==> config.mk <==
export PLATFORM = sky130hd
export DESIGN_NAME = lrpa_proj
export DESIGN_NICKNAME = d
export VERILOG_FILES = /design/src/design/lrpa_pkg.sv /design/src/design/lrpa_proj.sv
export SDC_FILE = /design/constraint.sdc
export NUM_CORES = 2
export LEC_CHECK = 0
export CAP_MARGIN = 20
export CORE_AREA = 2 2 266 465
export DETAILED_ROUTE_END_ITERATION = 10
export DIE_AREA = 0 0 268 467
export DONT_BUFFER_PORTS = 1
export GPL_ROUTABILITY_DRIVEN = 0
export PLACE_DENSITY = 0.76
export SETUP_SLACK_MARGIN = 0.05
export SLEW_MARGIN = 5
export SYNTH_ARGS = -nofsm -noshare
export SYNTH_HDL_FRONTEND = slang
export SYNTH_SLANG_ARGS = --single-unit
==> constraint.sdc <==
create_clock -name clk_i -period 10.1 [get_ports clk_i]
set_input_delay 0.505 -clock clk_i [delete_from_list [all_inputs] [get_ports clk_i]]
set_output_delay 0.505 -clock clk_i [all_outputs]
set_load 0.02 [all_outputs]
==> src/design/lrpa_pkg.sv <==
// Shared constants, codes and the token type of the point to region association block.
`default_nettype none
package lrpa_pkg;
  localparam int MAX_BOXES = 16;
  localparam int FRAC_BITS = 16;
  localparam int YW        = 50;
  localparam int CNT_W     = $clog2(MAX_BOXES + 1);
  localparam int BIDX_W    = $clog2(MAX_BOXES);
  localparam int NCOEF     = 12;

  typedef enum logic [1:0] {
    OP_LOAD_COEF = 2'd0,
    OP_LOAD_BOX  = 2'd1,
    OP_CLASSIFY  = 2'd2,
    OP_NONE      = 2'd3
  } op_e;

  localparam logic CFG_SHRINK = 1'b0;
  localparam logic CFG_ACTIVE = 1'b1;

  typedef struct packed {
    logic               valid;
    logic               ok;
    logic signed [15:0] u;
    logic signed [15:0] v;
    logic [CNT_W-1:0]   limit;
    logic [CNT_W-1:0]   count;
    logic [BIDX_W-1:0]  hit;
  } tok_t;
endpackage
`default_nettype wire

==> src/design/lrpa_proj.sv <==
// Projection unit: holds the 3x4 matrix and forms the three projected values with one multiplier.
`default_nettype none
module lrpa_proj (
  input  wire logic                          clk_i,
  input  wire logic                          rst_ni,
  input  wire logic                          coef_we_i,
  input  wire logic [3:0]                    coef_idx_i,
  input  wire logic signed [31:0]            coef_i,
  input  wire logic                          start_i,
  input  wire logic signed [31:0]            px_i,
  input  wire logic signed [31:0]            py_i,
  input  wire logic signed [31:0]            pz_i,
  output logic                               done_o,
  output logic signed [lrpa_pkg::YW-1:0]     y0_o,
  output logic signed [lrpa_pkg::YW-1:0]     y1_o,
  output logic signed [lrpa_pkg::YW-1:0]     y2_o
);
  logic signed [31:0]             coef_q [lrpa_pkg::NCOEF];
  logic signed [lrpa_pkg::YW-1:0] acc_q [3];
  logic signed [31:0]             px_q, py_q, pz_q;
  logic signed [31:0]             coord_sel;
  logic signed [63:0]             mult_q;
  logic [1:0]                     row_q, col_q, mrow_q;
  logic                           busy_q, issue_q, mv_q, done_q;

  always_comb begin
    unique case (col_q)
      2'd0:    coord_sel = px_q;
      2'd1:    coord_sel = py_q;
      default: coord_sel = pz_q;
    endcase
  end

  always_ff @(posedge clk_i) begin
    if (coef_we_i && (coef_idx_i < 4'(lrpa_pkg::NCOEF))) begin
      coef_q[coef_idx_i] <= coef_i;
    end
    if (start_i) begin
      px_q <= px_i;
      py_q <= py_i;
      pz_q <= pz_i;
      acc_q[0] <= lrpa_pkg::YW'(coef_q[3]);
      acc_q[1] <= lrpa_pkg::YW'(coef_q[7]);
      acc_q[2] <= lrpa_pkg::YW'(coef_q[11]);
    end else if (mv_q) begin
      acc_q[mrow_q] <= acc_q[mrow_q] + lrpa_pkg::YW'(mult_q >>> lrpa_pkg::FRAC_BITS);
    end
    if (issue_q) begin
      mult_q <= coef_q[{row_q, col_q}] * coord_sel;
      mrow_q <= row_q;
    end
  end

  always_ff @(posedge clk_i or negedge rst_ni) begin
    if (!rst_ni) begin
      busy_q  <= 1'b0;
      issue_q <= 1'b0;
      mv_q    <= 1'b0;
      done_q  <= 1'b0;
      row_q   <= 2'd0;
      col_q   <= 2'd0;
    end else begin
      mv_q   <= issue_q;
      done_q <= 1'b0;
      if (start_i) begin
        busy_q  <= 1'b1;
        issue_q <= 1'b1;
        row_q   <= 2'd0;
        col_q   <= 2'd0;
      end else if (issue_q) begin
        if (col_q == 2'd2) begin
          col_q <= 2'd0;
          row_q <= row_q + 2'd1;
          if (row_q == 2'd2) begin
            issue_q <= 1'b0;
          end
        end else begin
          col_q <= col_q + 2'd1;
        end
      end else if (busy_q && !mv_q) begin
        busy_q <= 1'b0;
        done_q <= 1'b1;
      end
    end
  end

  assign done_o = done_q;
  assign y0_o   = acc_q[0];
  assign y1_o   = acc_q[1];
  assign y2_o   = acc_q[2];
endmodule
`default_nettype wire

==> impl_metrics.env <==
export IMPL_status="finished, final reports clean"
export IMPL_wirelength_mm=203
export IMPL_relSlewSlack=0.304
export IMPL_drtAntennaViolNets=0
export IMPL_period_share=0.968
export IMPL_dp_hpwl_mm=154
export IMPL_worst_setup_path_start_kind="flop"
export IMPL_required_ns=10.56
export IMPL_drtIter0Drc=5072
export IMPL_cts_htree_levels=3
export IMPL_drv_slew=0
export IMPL_routedWlPerCell_um=26.6
export IMPL_grt_pass1_vias=50500
export IMPL_first_pass_iters=7
export IMPL_rsz0062_at_grt="false"
export IMPL_synth_area_um2=66300
export IMPL_ys_types=73
export IMPL_cap_violations=0
export IMPL_nNetsFinal=7390
export IMPL_dieArea_um2=125000
export IMPL_cts_tree="built"
export IMPL_overflow=0
export IMPL_grt_start_max_net_pins=102
export IMPL_cp_max_fo=44
export IMPL_grt_util_all_layers=0.336
export IMPL_pin_count=287
export IMPL_cts_sinks=740
export IMPL_finalHoldViolCount=0
export IMPL_ys_dominant_reg_cell="edfxtp_1"
export IMPL_synth_avg_cell_area_um2=11.5
export IMPL_core_um2=121000
export IMPL_clock_latency_ns=0.71
export IMPL_cpPeakStageDelay_ns=0.67
export IMPL_area_growth_pct=10.4
export IMPL_async_reset_ff_frac=0.0108
export IMPL_tritoncts_num_buffers=68
export IMPL_clk_pin_slew_ns=0.07
export IMPL_cp_arrival_ns=10.23
export IMPL_hp_class="input pin to asynchronous set/reset pin"
export IMPL_tns_ns=0
export IMPL_grt_pass1_wl_mm=306
export IMPL_dr_total_vias=46400
export IMPL_clock_fmax_ghz=0.102
export IMPL_fillers=9118
export IMPL_ys_warn_count=0
export IMPL_rows=169
export IMPL_finClkSkew_ns=0.0462
export IMPL_via_per_inst=6.08
export IMPL_finalSetupViolations=0
export IMPL_grt_antenna_before_repair=5
export IMPL_cts_path_max_buffers=3
export IMPL_die_width_um=268
export IMPL_ys_seq_area_frac=0.334
export IMPL_drc_errors=0
export IMPL_final_common_cell="fa_1"
export IMPL_tightest_slew_ns=1.04
export IMPL_die_h_um=467
export IMPL_path_common_cell="fa_1"
export IMPL_port_buffers=0
export IMPL_syn_instance_count=5789
export IMPL_synth_edf_count=730
export IMPL_cts_root_buf="clkbuf_16"
export IMPL_cp_slowest_cell="o21a_1"
export IMPL_synth_seq_cells=740
export IMPL_layout_min_cycle_time_ns=9.78
export IMPL_initial_core_util=0.547
export IMPL_drive_above_1_share=0.0929
export IMPL_synth_nets=7237
export IMPL_worstSetupPathType="flop to flop"
export IMPL_layout_common_cells="fa_1, inv_1, edfxtp_1"
export IMPL_end_kind="flop"
final timing paths:
kind | startpoint | end | slack (ns) | depth (start not counted)
min | rst_ni | row_q[0] | 0.22 | 1
max in group asynchronous | rst_ni | col_q[0] | 9.49 | 1
min in group clk_i | start_i | row_q[0] | 0.29 | 2
min reg2reg | busy_q | busy_q | 0.51 | 2
max reg2reg | col_q[0] | mult_q[51] | 0.32 | 28
max | col_q[0] | mult_q[51] | 0.32 | 28
what timing repair did:
action,CTS,global route
setup buffers,0,9
endpoints found under the hold margin,589,0
endpoints found under the setup margin,0,6
gates resized for setup,0,9
hold buffers,131,0
flip-flops by register name (all words and copies together) (netlist names), 2 cells and up, named ones only:
register  cells
coef_q      384
acc_q       200
mult_q       48
px_q         32
py_q         32
pz_q         32
col_q         2
mrow_q        2
row_q         2
critical path, delay by kind of cell (launching register included):
family / cells / cell delay [ns]
DFF: 1 / 0.59
AOI/OAI and AO/OA: 10 / 2.65
adders and majority gates: 9 / 4.51
muxes: 2 / 0.74
xor gates and xnor gates: 1 / 0.08
buffers and inverters: 5 / 0.79
and+or+nand+nor: 1 / 0.14
cells in the mapped netlist (all sizes together) (34+ instances only):
library cell  instances  area share
buf                  44      0.0029
xnor2                66      0.0087
ha                  230       0.043
mux2i                67       0.010
inv                1027       0.058
fa                 1082        0.33
mux4                146       0.050
edfxtp              730        0.33
nand3                34      0.0026
nor2                626       0.035
o21ai               240       0.018
xor2                 38      0.0050
clkbuf              230       0.013
o21a                 62      0.0070
a21o                 52      0.0059
nand2               705       0.040
a21oi               118      0.0090
stage by stage:
stage                      util  setup slack (ns)  cell area, um2  instances  hold WS (ns)
after global placement    0.572             0.515           69300       7354         0.210
after CTS                 0.603             0.242           73100       7610         0.200
after floorplan               -             0.505           66300       5789         0.209
final                     0.604             0.322           73200       7628         0.222
after detailed placement  0.572             0.354           69300       7355         0.210
after global routing      0.604            0.0406           73200       7621         0.229
cell families after synthesis:
logic type / Yosys count / share of synthesized area
xor+xnor: 104 / 0.0137
mux: 218 / 0.0606
flops: 740 / 0.334
fa+ha+maj: 1312 / 0.370
simple gates: 1520 / 0.0927
compound gates: 592 / 0.0546
buf+inv: 1303 / 0.0741
routing by layer:
metal  routed length (um)  share of wire  up-vias  GRT usage
li1                     -              -    18800          -
met2                98600           0.49     3215      0.558
met1                64000           0.32    23400      0.379
met3                22100           0.11      948     0.0774
met4                18500          0.091        4      0.245
met5                   24        0.00012        -          0
cell type report:
| class | instances | area (um2) | share of cell area |
|---|---|---|---|
| tap | 1624 | 2030 | 0.0278 |
| multi-input combinational | 3746 | 39400 | 0.538 |
| clock inverter | 48 | 728 | 0.00994 |
| sequential | 740 | 22200 | 0.303 |
| antenna | 8 | 20.0 | 0.000273 |
| clock buffer | 76 | 1730 | 0.0236 |
| timing repair buffer | 357 | 3240 | 0.0443 |
| inverter | 1029 | 3860 | 0.0527 |
Power is not shown: default switching activity piles up to over one toggle a cycle in this logic, so the estimate is an artifact.
