===== src/design/lrpa_pkg.sv =====
// Shared constants, codes and the token type of the point to region association block.
`default_nettype none
package lrpa_pkg;
  localparam int MAX_BOXES = 16;
  localparam int FRAC_BITS = 16;
  localparam int YW        = 50;
  localparam int CNT_W     = $clog2(MAX_BOXES + 1);
  localparam int BIDX_W    = $clog2(MAX_BOXES);
  localparam int NCOEF     = 12;

  typedef enum logic [1:0] {
    OP_LOAD_COEF = 2'd0,
    OP_LOAD_BOX  = 2'd1,
    OP_CLASSIFY  = 2'd2,
    OP_NONE      = 2'd3
  } op_e;

  localparam logic CFG_SHRINK = 1'b0;
  localparam logic CFG_ACTIVE = 1'b1;

  typedef struct packed {
    logic               valid;
    logic               ok;
    logic signed [15:0] u;
    logic signed [15:0] v;
    logic [CNT_W-1:0]   limit;
    logic [CNT_W-1:0]   count;
    logic [BIDX_W-1:0]  hit;
  } tok_t;
endpackage
`default_nettype wire


===== src/design/lrpa_cell.sv =====
// One box cell: stores a box entry, keeps its shrunk form and tests the passing point.
`default_nettype none
module lrpa_cell (
  input  wire logic                        clk_i,
  input  wire logic                        rst_ni,
  input  wire logic [lrpa_pkg::CNT_W-1:0]  idx_i,
  input  wire logic                        we_i,
  input  wire logic signed [12:0]          left_i,
  input  wire logic signed [12:0]          top_i,
  input  wire logic [11:0]                 width_i,
  input  wire logic [11:0]                 height_i,
  input  wire logic [15:0]                 shrink_i,
  input  wire lrpa_pkg::tok_t              tok_i,
  output lrpa_pkg::tok_t                   tok_o
);
  logic signed [12:0]          left_q, top_q;
  logic [11:0]                 width_q, height_q;
  logic signed [16:0]          bx_q, by_q, bx_d, by_d;
  logic [12:0]                 bw_q, bh_q, bw_d, bh_d;
  logic signed [31:0]          numx, numy;
  logic [28:0]                 pw, ph;
  logic [16:0]                 keep;
  logic signed [16:0]          u17, v17;
  logic                        in_box;
  logic                        valid_q, ok_q;
  logic signed [15:0]          u_q, v_q;
  logic [lrpa_pkg::CNT_W-1:0]  limit_q, count_q;
  logic [lrpa_pkg::BIDX_W-1:0] hit_q;

  // Shrinking moves each edge in by half the fraction, rounded toward zero.
  always_comb begin
    keep = 17'h10000 - 17'(shrink_i);
    numx = (32'(left_q) <<< 17) + $signed({4'd0, 28'(shrink_i) * 28'(width_q)});
    numy = (32'(top_q) <<< 17) + $signed({4'd0, 28'(shrink_i) * 28'(height_q)});
    bx_d = 17'(numx[31] ? ((numx + 32'sd131071) >>> 17) : (numx >>> 17));
    by_d = 17'(numy[31] ? ((numy + 32'sd131071) >>> 17) : (numy >>> 17));
    pw   = 29'(width_q) * 29'(keep);
    ph   = 29'(height_q) * 29'(keep);
    bw_d = pw[28:16];
    bh_d = ph[28:16];
  end

  always_ff @(posedge clk_i) begin
    if (we_i) begin
      left_q   <= left_i;
      top_q    <= top_i;
      width_q  <= width_i;
      height_q <= height_i;
    end
    bx_q <= bx_d;
    by_q <= by_d;
    bw_q <= bw_d;
    bh_q <= bh_d;
  end

  assign u17 = 17'(tok_i.u);
  assign v17 = 17'(tok_i.v);
  assign in_box = tok_i.valid && tok_i.ok && (idx_i < tok_i.limit)
               && (u17 >= bx_q) && (u17 < bx_q + $signed({4'd0, bw_q}))
               && (v17 >= by_q) && (v17 < by_q + $signed({4'd0, bh_q}));

  always_ff @(posedge clk_i or negedge rst_ni) begin
    if (!rst_ni) begin
      valid_q <= 1'b0;
    end else begin
      valid_q <= tok_i.valid;
    end
  end

  always_ff @(posedge clk_i) begin
    ok_q    <= tok_i.ok;
    u_q     <= tok_i.u;
    v_q     <= tok_i.v;
    limit_q <= tok_i.limit;
    count_q <= in_box ? (tok_i.count + lrpa_pkg::CNT_W'(1)) : tok_i.count;
    hit_q   <= in_box ? idx_i[lrpa_pkg::BIDX_W-1:0] : tok_i.hit;
  end

  always_comb begin
    tok_o.valid = valid_q;
    tok_o.ok    = ok_q;
    tok_o.u     = u_q;
    tok_o.v     = v_q;
    tok_o.limit = limit_q;
    tok_o.count = count_q;
    tok_o.hit   = hit_q;
  end
endmodule
`default_nettype wire


===== config.mk =====
export PLATFORM = sky130hd
export DESIGN_NAME = lrpa_cell
export DESIGN_NICKNAME = d
export VERILOG_FILES = /design/src/design/lrpa_pkg.sv /design/src/design/lrpa_cell.sv
export SDC_FILE = /design/constraint.sdc
export NUM_CORES = 2
export LEC_CHECK = 0
export ABC_CLOCK_PERIOD_IN_PS = 10150
export CAP_MARGIN = 20
export CORE_MARGIN = 3
export CORE_UTILIZATION = 55
export CTS_CLUSTER_DIAMETER = 100
export DETAILED_ROUTE_END_ITERATION = 10
export DONT_BUFFER_PORTS = 1
export PLACE_DENSITY = 0.79
export SLEW_MARGIN = 20
export SYNTH_ARGS = -nofsm -noshare
export SYNTH_HDL_FRONTEND = slang
export SYNTH_SLANG_ARGS = --single-unit

===== constraint.sdc =====
create_clock -name clk_i -period 10.15 [get_ports clk_i]
set_clock_uncertainty 0.1 [all_clocks]
set_input_delay 1.5225 -clock clk_i [delete_from_list [all_inputs] [get_ports clk_i]]
set_output_delay 1.5225 -clock clk_i [all_outputs]
set_load 0.005 [all_outputs]

==> impl_metrics.tcl <==
set metrics [dict create \
    yosys_warnings 0 \
    cap_violations 0 \
    cts.clk_slew.worst_paths_ps 70 \
    muxShareOfSynthArea 0.00301 \
    setup_tns_ps 0 \
    grt_max_degree 51 \
    ys_types 70 \
    setup.worst_path.end_class "flip-flop" \
    cts_hold_buf 0 \
    maxClockFrequency_ghz 0.111 \
    vias 23400 \
    worstSetupStartpointType "primary input" \
    synth_compound_area_frac 0.0710 \
    hold_class "reg2reg" \
    synth.area.top_cells "fa_1 (36%), ha_1 (15%), inv_1 (8.8%), nand2_1 (7.1%), dfxtp_1 (6.5%)" \
    die_width_um 247 \
    synth_area_leader_cell "fa_1" \
    drc 0 \
    crit_path_end "bx_q[12]" \
    cts_buffers 17 \
    worst_r2r_path_depth 27 \
    vias_per_cell 5.51 \
    drt_iter0_drc 1543 \
    syn_area_um2 32000 \
    outcome "finished clean" \
    crit_fanout 26 \
    worst_slew_pin_slew_ps 968 \
    ys_seq_area_frac 0.112 \
    syn_nets 4665 \
    syn_area_per_cell_um2 8.92 \
    wirelength_mm 73.2 \
    crit_type "in2reg" \
    finalCritPeriodShare 0.888 \
    overflow 0 \
    grt_pass1_vias 24900 \
    syn_inst 3581 \
    grt_pass1_wl_mm 123 \
    place_ws_ps 770 \
    track_usage 0.252 \
    path_buf_inv 4 \
    dieArea_um2 61000 \
    cp.arrival_ps 9270 \
    layout-drive-gt1-share 0.0306 \
    ios 170 \
    fin_ws_ps 1140 \
    antenna_found_initial 1 \
    routedWlPerCell_um 17.2 \
    synth.most_common_cell "inv_1" \
    n_antenna_cell 0 \
    synth_top_cell_area_share 0.365 \
    slew_headroom 0.355 \
    synth-async-reset-ratio 0.00649 \
    worstReg2RegEnd "bx_q[12]" \
    post_cts_buffers 0 \
    min_period_ps 9010 \
    clk_latency_ps 490 \
    synth_top_family_by_area "adder cells" \
    start_util 0.561 \
    crit_path_start "shrink_i[5]" \
    r2r_slack_ps 1280 \
    die_h_um 247 \
    place_congestion 0.877 \
    worst_ep_required_time_ps 10410 \
    worstHoldStart "top_q[0]" \
    synth_simple_gate_area_frac 0.155 \
    antenna_left 0 \
    crit_path_max_incr_delay_ps 590 \
    cts_tree "yes" \
    cts-root-buf "clkbuf_16" \
    ctsResizeCount 0 \
    yosys_register_bits 154 \
    placement_rows 87 \
    synthAdderAreaFrac 0.513 \
    syn_to_final_growth_pct 4.17 \
    final_nets 4567 \
    crit_top_cell "fa_1" \
    ys_top_cells_by_count "inv_1 (746), nand2_1 (601), fa_1 (582)" \
    portBuffers 0 \
    setup_viol 0 \
    clock_sinks 154 \
    dpl.hpwl_mm 58.1 \
    hold_viol 0 \
    rsz0062_at_grt "no" \
    slew_viol_final 0 \
    synth_edf_count 50 \
    cp_num_cells 28 \
    cp_slowest_cell "o41ai_1" \
    synth_xor_area_frac 0.0384 \
    critPathTopFamily "compound AO/OA/AOI/OAI gates" \
    r2r_start "width_q[5]" \
    drt_first_pass_iters 5 \
    h-tree-depth 4 \
    cts_buffer_depth 2 \
    core_um2 56900 \
    synth_top_flop_cell "dfxtp_1" \
]
routing by layer:
layer / global-route usage / routed length [µm] / part of all wire
met5: 0 / 0 / 0
met4: 0.0843 / 2010 / 0.027
met3: 0.0409 / 4900 / 0.067
met2: 0.435 / 35900 / 0.49
met1: 0.323 / 30400 / 0.41
stage by stage:
stage	hold WS, ps	area, µm²	util	cells
final	572	33300	0.585	4252
after global routing	602	33300	0.585	4252
after CTS	578	33300	0.585	4252
after detailed placement	568	32700	0.574	4220
after global placement	561	32700	0.574	4220
after floorplan	442	32000	-	3581
flip-flops by register name, indices dropped and copies added (netlist names):
register  count
bh_q         13
bw_q         13
bx_q         15
by_q         15
count_q       5
height_q     12
hit_q         4
left_q       13
limit_q       5
ok_q          1
top_q        13
u_q          16
v_q          16
valid_q       1
width_q      12
cells in the final DEF (no fill, tap or decap), types with 6 or more instances in the layout:
cell type / count
a211oi_1: 9
a21o_1: 53
a21oi_1: 86
a31oi_1: 7
and2_1: 222
and3_1: 11
buf_4: 41
clkbuf_16: 17
dfxtp_1: 103
edfxtp_1: 50
fa_1: 582
ha_1: 380
inv_1: 746
inv_8: 6
nand2_1: 601
nand2b_1: 13
nand3_1: 32
nand4_1: 20
nor2_1: 77
nor2b_1: 12
nor3_1: 38
nor4_1: 9
o2111ai_1: 10
o211ai_1: 9
o21a_1: 25
o21ai_0: 66
o21bai_1: 12
o31ai_1: 7
o41ai_1: 7
or2_2: 7
or3_1: 10
xnor2_1: 86
xnor2_2: 9
xor2_1: 45
cells by family (layout without fill, tap and decap cells):
| kind of cell | Yosys count | after routing |
|---|---|---|
| AO/OA/AOI/OAI | 341 | 341 |
| flip-flops | 154 | 154 |
| XOR/XNOR | 140 | 140 |
| adder cells (fa/ha/maj) | 962 | 962 |
| AND/OR/NAND/NOR | 1071 | 1071 |
| buffers and inverters | 904 | 819 |
| multiplexers | 9 | 9 |
layout make-up:
type,instances,area (µm²)
clock buffers,17,425
clock inverters,15,195
fillers,4818,23600
inverters,746,2800
multi-input cells,2523,25000
flip-flops and latches,154,3590
well taps,756,946
repair buffers,41,308
how the worst min path moves through the flow:
| stage | end | cells after the start |
|---|---|---|
| floorplan | by_q[11] | 2 |
| finish | by_q[0] | 2 |
| global route | valid_q | 0 |
| global placement | bx_q[12] | 2 |
| detailed placement | by_q[11] | 2 |
| CTS | by_q[0] | 2 |
worst min-delay path: cells and delay by family (launching register included):
kind | cells | cell delay (ps)
flops | 1 | 350
fa+ha+maj | 1 | 200
xor+xnor | 1 | 80
Power is not shown: default switching activity piles up to over one toggle a cycle in this logic, so the estimate is an artifact.
