`src/design/lrpa_pkg.sv`:
```
// Shared constants, codes and the token type of the point to region association block.
`default_nettype none
package lrpa_pkg;
  localparam int MAX_BOXES = 16;
  localparam int FRAC_BITS = 16;
  localparam int YW        = 50;
  localparam int CNT_W     = $clog2(MAX_BOXES + 1);
  localparam int BIDX_W    = $clog2(MAX_BOXES);
  localparam int NCOEF     = 12;

  typedef enum logic [1:0] {
    OP_LOAD_COEF = 2'd0,
    OP_LOAD_BOX  = 2'd1,
    OP_CLASSIFY  = 2'd2,
    OP_NONE      = 2'd3
  } op_e;

  localparam logic CFG_SHRINK = 1'b0;
  localparam logic CFG_ACTIVE = 1'b1;

  typedef struct packed {
    logic               valid;
    logic               ok;
    logic signed [15:0] u;
    logic signed [15:0] v;
    logic [CNT_W-1:0]   limit;
    logic [CNT_W-1:0]   count;
    logic [BIDX_W-1:0]  hit;
  } tok_t;
endpackage
`default_nettype wire

```
`src/design/lrpa_div.sv`:
```
// Two-lane restoring divider that forms both pixel coordinates, truncated and saturated.
`default_nettype none
module lrpa_div (
  input  wire logic                          clk_i,
  input  wire logic                          rst_ni,
  input  wire logic                          start_i,
  input  wire logic signed [lrpa_pkg::YW-1:0] n0_i,
  input  wire logic signed [lrpa_pkg::YW-1:0] n1_i,
  input  wire logic signed [lrpa_pkg::YW-1:0] d_i,
  output logic                               done_o,
  output logic signed [15:0]                 q0_o,
  output logic signed [15:0]                 q1_o
);
  localparam int W  = lrpa_pkg::YW;
  localparam int CW = $clog2(W + 1);

  logic [W:0]    rem0_q, rem1_q, sh0, sh1;
  logic [W-1:0]  quo0_q, quo1_q, dm_q;
  logic          neg0_q, neg1_q, busy_q, done_q, ge0, ge1;
  logic [CW-1:0] cnt_q;

  function automatic logic [W-1:0] mag(input logic signed [W-1:0] a);
    mag = a[W-1] ? W'(-a) : W'(a);
  endfunction

  function automatic logic signed [15:0] sat(input logic [W-1:0] q, input logic neg);
    if (!neg) begin
      sat = (q > W'(32767)) ? 16'sh7fff : q[15:0];
    end else begin
      sat = (q > W'(32768)) ? 16'sh8000 : (~q[15:0] + 16'd1);
    end
  endfunction

  assign sh0 = {rem0_q[W-1:0], quo0_q[W-1]};
  assign sh1 = {rem1_q[W-1:0], quo1_q[W-1]};
  assign ge0 = sh0 >= {1'b0, dm_q};
  assign ge1 = sh1 >= {1'b0, dm_q};

  always_ff @(posedge clk_i) begin
    if (start_i) begin
      rem0_q <= '0;
      rem1_q <= '0;
      quo0_q <= mag(n0_i);
      quo1_q <= mag(n1_i);
      dm_q   <= mag(d_i);
      neg0_q <= n0_i[W-1] ^ d_i[W-1];
      neg1_q <= n1_i[W-1] ^ d_i[W-1];
    end else if (busy_q) begin
      rem0_q <= ge0 ? (sh0 - {1'b0, dm_q}) : sh0;
      rem1_q <= ge1 ? (sh1 - {1'b0, dm_q}) : sh1;
      quo0_q <= {quo0_q[W-2:0], ge0};
      quo1_q <= {quo1_q[W-2:0], ge1};
    end
  end

  always_ff @(posedge clk_i or negedge rst_ni) begin
    if (!rst_ni) begin
      busy_q <= 1'b0;
      done_q <= 1'b0;
      cnt_q  <= '0;
    end else begin
      done_q <= 1'b0;
      if (start_i) begin
        busy_q <= 1'b1;
        cnt_q  <= CW'(W);
      end else if (busy_q) begin
        cnt_q <= cnt_q - CW'(1);
        if (cnt_q == CW'(1)) begin
          busy_q <= 1'b0;
          done_q <= 1'b1;
        end
      end
    end
  end

  assign done_o = done_q;
  assign q0_o   = sat(quo0_q, neg0_q);
  assign q1_o   = sat(quo1_q, neg1_q);
endmodule
`default_nettype wire

```
`config.mk`:
```
export PLATFORM = sky130hd
export DESIGN_NAME = lrpa_div
export DESIGN_NICKNAME = d
export VERILOG_FILES = /design/src/design/lrpa_pkg.sv /design/src/design/lrpa_div.sv
export SDC_FILE = /design/constraint.sdc
export NUM_CORES = 1
export LEC_CHECK = 0
export ABC_AREA = 0
export BUFFER_PORTS_ARGS = -buffer_cell sky130_fd_sc_hd__buf_4
export CORE_UTILIZATION = 61
export DETAILED_ROUTE_END_ITERATION = 12
export PLACE_DENSITY = 0.79
export SYNTH_ARGS = -nofsm -noshare
export SYNTH_HDL_FRONTEND = slang
export SYNTH_SLANG_ARGS = --single-unit
```
`constraint.sdc`:
```
create_clock -name clk_i -period 5 [get_ports clk_i]
set_input_delay 0.5 -clock clk_i [delete_from_list [all_inputs] [get_ports clk_i]]
set_output_delay 0.5 -clock clk_i [all_outputs]
set_load 0.05 [all_outputs]
```
==> impl_metrics.env <==
export IMPL_status="completed"
export IMPL_grt_pass1_vias=17538
export IMPL_hp_class="in -> reg"
export IMPL_dr_pass1_iters=6
export IMPL_gp_congestion=0.977
export IMPL_crit_fanout=12
export IMPL_setup_viol=0
export IMPL_synthCells=2473
export IMPL_cts_sinks=260
export IMPL_numPortBuffers=185
export IMPL_seq_power_share_pct=30.0
export IMPL_endpoint_kind="output pin"
export IMPL_switchingPower_mw=4.61
export IMPL_ctsRootBufferMaster="clkbuf_16"
export IMPL_ys_seq_area_share_pct=33.4
export IMPL_synthFlopType="edfxtp_1"
export IMPL_yosysMostFrequentCell="nor2_1"
export IMPL_drc=0
export IMPL_post_route_period_util_pct=97.1
export IMPL_synth_area_leaders="edfxtp_1 23%, dfxtp_1 9.9%, ha_1 6.6%"
export IMPL_yosysWarnings=0
export IMPL_period_needed_ns=4.86
export IMPL_synth_simple_area_share_pct=19.0
export IMPL_clockBufferDepth=3
export IMPL_synth_edf_count=152
export IMPL_nets=2837
export IMPL_area_growth_syn_to_layout_pct=13.1
export IMPL_synth_top_cell_area_share_pct=22.5
export IMPL_coreArea_mm2=0.0326
export IMPL_synth_top_family_by_area="compound AO/OA/AOI/OAI gates"
export IMPL_grt_max_degree=132
export IMPL_dp_final_hpwl_um=41900
export IMPL_dieArea_mm2=0.0340
export IMPL_numCtsBuffers=30
export IMPL_crit_type="reg -> out"
export IMPL_via_per_inst=6.22
export IMPL_drv_cap=0
export IMPL_final_cell_area_mm2=0.0229
export IMPL_synthTopCellsByCount="276 x nor2_1, 248 x a21oi_1, 224 x nand2_1"
export IMPL_p_clk_share_pct=20.1
export IMPL_track_usage_pct=32.5
export IMPL_regToRegSetupSlack_ns=0.46
export IMPL_syn_nets=2735
export IMPL_worst_slack_ns=0.143
export IMPL_critical_path_required_ns=4.50
export IMPL_post_dp_cell_area_mm2=0.0219
export IMPL_drv_slew=0
export IMPL_synthMuxAreaShare_pct=1.76
export IMPL_syn_area_mm2=0.0203
export IMPL_fmax_mhz=206
export IMPL_worst_pin_slew_ns=1.16
export IMPL_clkTransAtPathRegs_ns=0.06
export IMPL_dr_total_vias=18914
export IMPL_initial_utilization_pct=62.2
export IMPL_first_iter_violations=1544
export IMPL_crit_arrival_ns=4.36
export IMPL_dp_cells=2982
export IMPL_cp_start_kind="flop"
export IMPL_finalPower_mw=10.8
export IMPL_syn_area_per_cell_um2=8.20
export IMPL_power_frac_comb_pct=49.9
export IMPL_synth_compound_area_share_pct=24.1
export IMPL_antenna_left=0
export IMPL_ys_async_sr_fraction_pct=3.08
export IMPL_hold_viol=0
export IMPL_multi_input_area_mm2=0.0126
export IMPL_antenna_found_initial=3
export IMPL_totalWireLength_um=56000
export IMPL_drive_gt1_share_pct=11.7
export IMPL_finClkSkew_ns=0.0184
export IMPL_rows=66
export IMPL_max_slew_margin_pct=20.6
export IMPL_ys_seq_elements=260
export IMPL_io_pin_count=186
export IMPL_clock_latency_ns=0.59
export IMPL_synth_fa_ha_area_share_pct=6.80
export IMPL_p_int_mw=6.16
export IMPL_fin_cells=3043
export IMPL_die_w_um=184
export IMPL_grt_overflow=0
export IMPL_p_per_area_mw_per_mm2=469
export IMPL_yosys_area_top_type="edfxtp_1"
export IMPL_wire_per_inst_um=18.4
export IMPL_swShare_pct=42.8
export IMPL_power_leakage_nw=9.41
export IMPL_h_tree_depth=1
export IMPL_grt_pass1_wl_um=88700
export IMPL_dp_slack_ns=0.529
export IMPL_register_area_mm2=0.00677
export IMPL_fillers=2640
export IMPL_irDropWorstVdd_v=0.000339
export IMPL_cts_tree="done"
export IMPL_die_h_um=184
export IMPL_synth_xor_area_share_pct=10.3
export IMPL_ys_types=79
flip-flops by register name, summed over array words and instances (netlist names):
name    count
busy_q      1
cnt_q       6
dm_q       50
done_o      1
neg0_q      1
neg1_q      1
quo0_q     50
quo1_q     50
rem0_q     50
rem1_q     50
layout make-up:
| cell class | instances | share of cell area, % |
|---|---|---|
| multi-input combinational | 1962 | 55.1 |
| sequential | 260 | 29.5 |
| timing repair buffer | 204 | 6.79 |
| clock buffer | 43 | 3.84 |
| tap | 442 | 2.41 |
| inverter | 117 | 1.94 |
| clock inverter | 13 | 0.436 |
| antenna | 2 | 0.0218 |
worst paths after layout:
check	from	to	cells past startpoint
worst max register to register	quo1_q[49]	rem1_q[45]	12
max in group asynchronous	rst_ni	busy_q	2
worst min register to register	rem0_q[5]	rem0_q[5]	2
min in group asynchronous	rst_ni	cnt_q[1]	2
worst min-delay path	d_i[0]	dm_q[0]	1
worst max-delay path	quo0_q[0]	q0_o[13]	14
critical path: stages, from the launching register on:
cell,delay [ns]
edfxtp_1,0.41
inv_1,0.11
ha_1,0.24
or3b_2,0.51
nor3_2,0.19
nand2_1,0.12
or3_1,0.37
or3_1,0.37
o21ai_2,0.19
nand2_2,0.20
clkinvlp_4,0.22
buf_4,0.13
a31oi_1,0.07
o21ai_0,0.36
buf_4,0.27
metal layers:
metal,share of wire [%],global-route usage [%]
met1,43,42.7
met2,46,53.4
met3,7.3,6.80
met4,2.8,9.70
met5,0.020,0
timing repair:
action / CTS / global route
hold buffers: 1 / 0
endpoints found under the setup margin: 0 / 10
endpoints found under the hold margin: 8 / 0
gates resized for setup: 0 / 19
setup buffers: 0 / 2
power by group through the flow:
| stage | combinational, mW | clock [mW] | sequential (mW) |
|---|---|---|---|
| floorplan | 4.08 | 0 | 3.11 |
| global placement | 5.14 | 0 | 3.23 |
| detailed placement | 5.25 | 0 | 3.25 |
| CTS | 5.28 | 2.19 | 3.21 |
| global route | 5.93 | 2.27 | 3.29 |
| finish | 5.38 | 2.16 | 3.23 |
cells in the final DEF, fill, tap and decap left out, types with 31 or more instances in the layout:
master | Yosys | layout
clkbuf_16 | 0 | 31
a21oi_1 | 248 | 248
or3_1 | 39 | 39
nand3_1 | 32 | 32
a211oi_1 | 43 | 43
xor2_1 | 120 | 120
buf_4 | 0 | 200
nand2b_1 | 37 | 37
a21o_1 | 58 | 58
ha_1 | 107 | 107
nor3_1 | 33 | 32
nand4_1 | 32 | 32
xnor2_1 | 119 | 119
nand2_1 | 224 | 222
o31ai_1 | 47 | 47
dfxtp_1 | 100 | 100
o21ai_0 | 161 | 161
inv_1 | 116 | 115
nor2_1 | 276 | 275
edfxtp_1 | 152 | 152
nor4_1 | 32 | 32
stage by stage:
stage          util [%]  TNS [ns]  hold slack, ns
2_1_floorplan         -         0           0.204
3_3_place_gp       67.1         0           0.323
3_5_place_dp       67.1         0           0.324
4_1_cts            70.1         0           0.104
5_1_grt            70.3   -0.0118           0.107
6_report           70.3         0           0.124
cells by family after synthesis:
group | after synthesis
buffers and inverters | 251
adders and majority gates | 109
DFF | 260
muxes | 34
and+or+nand+nor | 810
xor gates and xnor gates | 239
AOI/OAI and AO/OA | 770
Power figures use the tool's default switching activity.
